### src/rtl/agqp_pkg.sv
// Shared types, constants and the gamma table generator for the pixel tone mapper.
package agqp_pkg;

    // Default design parameters.
    localparam int GAMMA_TABLE_BITS_DEF   = 8;
    localparam int MEAN_FRACTION_BITS_DEF = 16;

    // Configuration port layout.
    localparam int APB_ADDR_W = 3;
    localparam int APB_DATA_W = 32;
    localparam logic REG_INVERSE_COUNT = 1'b0;
    localparam logic REG_GAMMA_ENABLE  = 1'b1;
    localparam logic [31:0] INVERSE_COUNT_RESET = 32'h8000_0000;
    localparam logic        GAMMA_ENABLE_RESET  = 1'b1;

    // Unity in Q16, the largest value the gamma curve can take.
    localparam logic [16:0] Q16_ONE = 17'h1_0000;

    // Number of pipeline stages inside one lane.
    localparam int LANE_STAGES = 4;

    // Input beat: accumulated radiance sums of one pixel.
    typedef struct packed {
        logic [31:0] red_sum;
        logic [31:0] green_sum;
        logic [31:0] blue_sum;
        logic        last_pixel;
    } pixel_in_t;

    // Output beat: quantised channels and the packed word.
    typedef struct packed {
        logic [7:0]  red_out;
        logic [7:0]  green_out;
        logic [7:0]  blue_out;
        logic [23:0] packed_pixel;
        logic        last_out;
    } pixel_out_t;

    // Load enables for the lane pipeline stages.
    typedef struct packed {
        logic s1;
        logic s2;
        logic s3;
        logic s4;
    } stage_en_t;

    // Largest y in [0, 65536] with y^11 <= idx^5 * 2^(176 - 5*bits), that is
    // floor(65536 * (idx / 2^bits)^(5/11)). Evaluated only at elaboration.
    function automatic logic [16:0] gamma_knot(input int unsigned idx,
                                               input int unsigned bits);
        logic [191:0] target;
        logic [191:0] pw;
        logic [16:0]  lo;
        logic [16:0]  hi;
        logic [16:0]  mid;
        int           k;
        target = 192'(idx);
        for (k = 0; k < 4; k++) begin
            target = target * 192'(idx);
        end
        target = target << (176 - 5 * bits);
        lo = '0;
        hi = Q16_ONE;
        while (lo < hi) begin
            mid = 17'((18'(lo) + 18'(hi) + 18'd1) >> 1);
            pw  = 192'(1);
            for (k = 0; k < 11; k++) begin
                pw = pw * 192'(mid);
            end
            if (pw <= target) begin
                lo = mid;
            end else begin
                hi = mid - 17'd1;
            end
        end
        return lo;
    endfunction

endpackage

### src/rtl/agqp_merge.sv
// Merging stage: joins the three lanes into one output beat behind a register.
module agqp_merge
    import agqp_pkg::*;
(
    input  logic       aclk,
    input  logic       aresetn,
    input  logic       in_valid,
    output logic       in_ready,
    input  logic [7:0] red,
    input  logic [7:0] green,
    input  logic [7:0] blue,
    input  logic       last,
    output logic       m_valid,
    input  logic       m_ready,
    output pixel_out_t m_data
);

    logic       valid_reg;
    logic       valid_next;
    pixel_out_t data_reg;
    pixel_out_t data_next;

    // The register takes a new beat whenever it is empty or being emptied.
    assign in_ready = !valid_reg || m_ready;

    always_comb begin
        valid_next = valid_reg;
        if (in_ready) begin
            valid_next = in_valid;
        end
        data_next.red_out      = red;
        data_next.green_out    = green;
        data_next.blue_out     = blue;
        data_next.packed_pixel = {red, green, blue};
        data_next.last_out     = last;
    end

    always_ff @(posedge aclk) begin
        if (!aresetn) begin
            valid_reg <= 1'b0;
        end else begin
            valid_reg <= valid_next;
        end
    end

    always_ff @(posedge aclk) begin
        if (in_ready) begin
            data_reg <= data_next;
        end
    end

    assign m_valid = valid_reg;
    assign m_data  = data_reg;

endmodule

### config.mk
export PLATFORM = sky130hd
export DESIGN_NAME = agqp_merge
export DESIGN_NICKNAME = d
export VERILOG_FILES = /design/src/rtl/agqp_pkg.sv /design/src/rtl/agqp_merge.sv
export SDC_FILE = /design/constraint.sdc
export NUM_CORES = 1
export LEC_CHECK = 0
export BUFFER_PORTS_ARGS = -buffer_cell sky130_fd_sc_hd__clkbuf_2
export CORE_ASPECT_RATIO = 0.7
export CORE_UTILIZATION = 30
export CTS_CLUSTER_DIAMETER = 100
export DETAILED_ROUTE_END_ITERATION = 10
export PLACE_DENSITY = 0.72
export SLEW_MARGIN = 20
export SYNTH_ARGS = -nofsm -noshare
export SYNTH_HDL_FRONTEND = slang
export SYNTH_SLANG_ARGS = --single-unit
### constraint.sdc
create_clock -name aclk -period 0.85 [get_ports aclk]
set_input_delay 0.255 -clock aclk [delete_from_list [all_inputs] [get_ports aclk]]
set_output_delay 0.255 -clock aclk [all_outputs]
set_load 0.1 [all_outputs]
## Word-level counts from Yosys, hierarchy flattened

Index checks and enable logic that the tools add are counted.

| cells by class | value |
|---|---|
| $add $sub $neg | 0 |
| multipliers | 0 |
| divide/modulo/power cells | 0 |
| magnitude comparators | 0 |
| equality and inequality tests | 0 |
| shifts and indexed selects | 0 |
| muxes and demuxes | 0 |
| bitwise operators | 0 |
| reduce and logical (&&, ||, !) cells | 2 |

Operators by type and width:

| operator | number |
|---|---|
| zero test 1 bit | 1 |
| logical OR 1 bit | 1 |

| word-level totals | value |
|---|---|
| register bits after elaboration | 50 |
| latch bits | 0 |
| memory bits (writable) | 0 |
| bits in read-only memories | 0 |
| output and inout port bits | 51 |
| word-level logic and storage cells | 8 |
| memories | 0 |

## Longest topological paths before layout

| logic depth | value |
|---|---|
| depth in word-level cells | 2 |
| depth in mapped cells | 2 |

## Worst setup path after synthesis

OpenSTA, ideal clock, no wires.

| timing | value |
|---|---|
| path kind | reg-to-reg |
| from | register valid_reg, in the netlist m_valid |
| to | register data_reg, in the netlist m_data[0], enable pin |
| setup time | 0.408 ns |
| arrival | 1.513 ns |
| data required time | 0.442 ns |
| setup slack | -1.071 ns |
| stages on the path, launching flop included | 2 |
| buffers on the path | 0 |
| cells stage by stage | dfxtp_1 nand2b_4 |

| between the ends | value |
|---|---|
| cells in the longest elaborated chain, start to end | 2 |

Ends and longest elaborated chain:

| what | RTL line | RTL |
|---|---|---|
| start: declaration | agqp_merge.sv:18 | `logic valid_reg;` |
| start signal: assignment | agqp_merge.sv:42 | `valid_reg <= valid_next;` |
| zero test 1 bit | agqp_merge.sv:24 | `assign in_ready = !valid_reg \|\| m_ready;` |
| logical OR 1 bit | agqp_merge.sv:24 |  |
| via in_ready | agqp_merge.sv:8 | `output logic in_ready,` |
| end signal: assignment | agqp_merge.sv:48 | `data_reg <= data_next;` |
| end: declaration | agqp_merge.sv:20 | `pixel_out_t data_reg;` |

The timed path passes the listed nets, and every way through them passes these cells.
A chain may end at the register's enable or synchronous reset.

==> run metrics <==
fin util=0.7479; fill count=177; detailed placement HPWL=1816 um; CP top delay family=flip-flops; violated checks=setup timing; wire per inst=roughly 15 um; Root Driver=clkbuf_8; final wirelength=2366 um; grt ovf=0; fin crit share=1.440; Via density=4.152; average cell area after synthesis=18.48 um^2; Slowest-stage cell, CP=edfxtp_1; initial antenna violation count=0; Least-Margin Pin Slew=215.5 ps; total core area=0.002943 mm^2; Max Buffers Root-to-Sink=2; CP arrival=between 900 and 1000 ps; area grow syn2layout=124.6%; GR Util met2=0.2540; YS warnings=0; setup ws final=-374.0 ps; Post-Layout Cell Count=158; CP cell instances=buf_12; Worst Skew=5.609 ps; NumNets Final=152; GRT busiest layer=met2; Mapped Nets=between 80 and 90; Post-Syn Area=979.7 um^2; final setup vio count=77; Distinct cells, synth=6; first-pass GRT wire length=3732 um; worst path required time=590 ps; CP Capture Type=output port; DIE AREA=approximately 0.0035 mm^2; Ant. Diodes=0; 1st-pass router iterations=2; Port Buffers=79; Final min period=1224 ps; crit-path max FO=2; Max Cap Violations=0; setup TNS=-22390 ps; Starting Density=0.3329; # H-tree levels=1; drc violations=0; gr usage total=0.1494; CTS clk-pin slew, worst paths=90 ps; largest net degree at the start of global routing=15; Sink Count=26; post-route ant nets=0; Peak Freq=0.8170 GHz; register area=774.5 um^2; Die Wd=70.30 um; Seq/Total Area, Yosys=0.7867; CP startpoint kind=flop; worst setup path category=reg2out; RSZ-0062 raised after global routing=yes; Inserted Clock Buffers=3; Placed Cells incl. Taps=149; Rel. slew slack=0.8567; Syn Inst Count=53; gpl congestion=0.6900; vias in the first global route=746; Max VDD drop=1.410 mV; layout cells sized above 1=0.7787; Critical Path Max Stage Delay=~480 ps; #FFs+latches synth=26; met1 usage in global routing=0.1461; row count=16; number of I/O pins=80; Hold-fix buffers, CTS=0; routing usage on met3=0.1002; outcome=complete, but fails checks; CP Buf/Inv Count=1; Iter 0 DRT Violations=14; Die Y-Extent=approximately 50 um; Worst-Skew Late Latency=270 ps; Max Slew Vio Count=0; Multi-input gate area=25.02 um^2; PD cells=1983 mW/mm^2; Hold WC Path Type=in2reg; Pleak=0.9791 nW; vias=656; Final Hold Fails=0; CTS tree=yes
[kinds of logic after synthesis]
| logic type | after synthesis | share of synthesized area |
|---|---|---|
| DFF | 26 | 0.7867 |
| AOI/OAI and AO/OA | 1 | 0.01149 |
| buffers and inverters | 25 | 0.1877 |
| and+or+nand+nor | 1 | 0.01405 |
[flip-flops by register name, indices dropped and copies added (netlist names)]
register and cells:
m_data 25, m_valid 1
[layer usage]
metal	part of all wire	routed length, um	vias to the layer above
met2	0.49	1158	58
met5	0	0	-
met1	0.35	825	298
met4	0.0072	17	0
met3	0.15	364	2
li1	-	-	298
[cell type report]
class                   instances  share of cell area
clock buffers                   3             0.01876
clock inverters                 1            0.001706
inverters                       1            0.001706
multi-input cells               2             0.01137
flip-flops and latches         26              0.3519
well taps                      36             0.02047
repair buffers                 89              0.5941
[worst paths after layout]
kind	start	endpoint	slack, ps	cells past startpoint
min reg2reg	m_valid	m_valid	790	4
max	m_data[16]	m_data[40]	-370	1
min	green[3]	m_data[36]	160	1
max reg2reg	m_valid	m_data[31]	-240	4
[cells in the mapped netlist]
cell | n | share of area
inv_1 | 1 | 0.0038
a21boi_2 | 1 | 0.011
dfxtp_1 | 1 | 0.020
edfxtp_1 | 25 | 0.77
nand2b_4 | 1 | 0.014
buf_4 | 24 | 0.18
[per-stage QoR]
step / power, mW / setup slack (ps) / cell area [um^2] / hold slack, ps
after global routing: 4.491 / -414.0 / 2201 / 141.0
final: 4.364 / -374.0 / 2201 / 160.3
after global placement: 3.660 / -112.7 / 2072 / 432.0
after detailed placement: 3.678 / -136.8 / 2072 / 434.3
after floorplan: 3.163 / -631.4 / 1284 / 353.9
after CTS: 4.446 / -385.6 / 2265 / 147.8
[where the power goes]
group | total [mW] | switching (mW) | internal (mW)
combinational | 2.04 | 1.33 | 0.708
sequential | 1.64 | 0.134 | 1.51
clock | 0.683 | 0.359 | 0.323
total | 4.36 | 1.83 | 2.54
[placed cells by master (no fill, tap or decap), drive strengths merged]
| cell type | synthesis | layout |
|---|---|---|
| edfxtp | 25 | 25 |
| clkinv | 0 | 1 |
| dfxtp | 1 | 1 |
| a21boi | 1 | 1 |
| nand2b | 1 | 1 |
| clkbuf | 0 | 31 |
| inv | 1 | 1 |
| buf | 24 | 61 |
[timing repair]
| action | CTS | global route |
|---|---|---|
| setup buffers | 7 | 0 |
| pin swaps | 0 | 1 |
| endpoints found under the setup margin | 75 | 77 |
| gates resized for setup | 8 | 3 |
| gates cloned | 2 | 0 |
(Power assumes the default switching activity.)
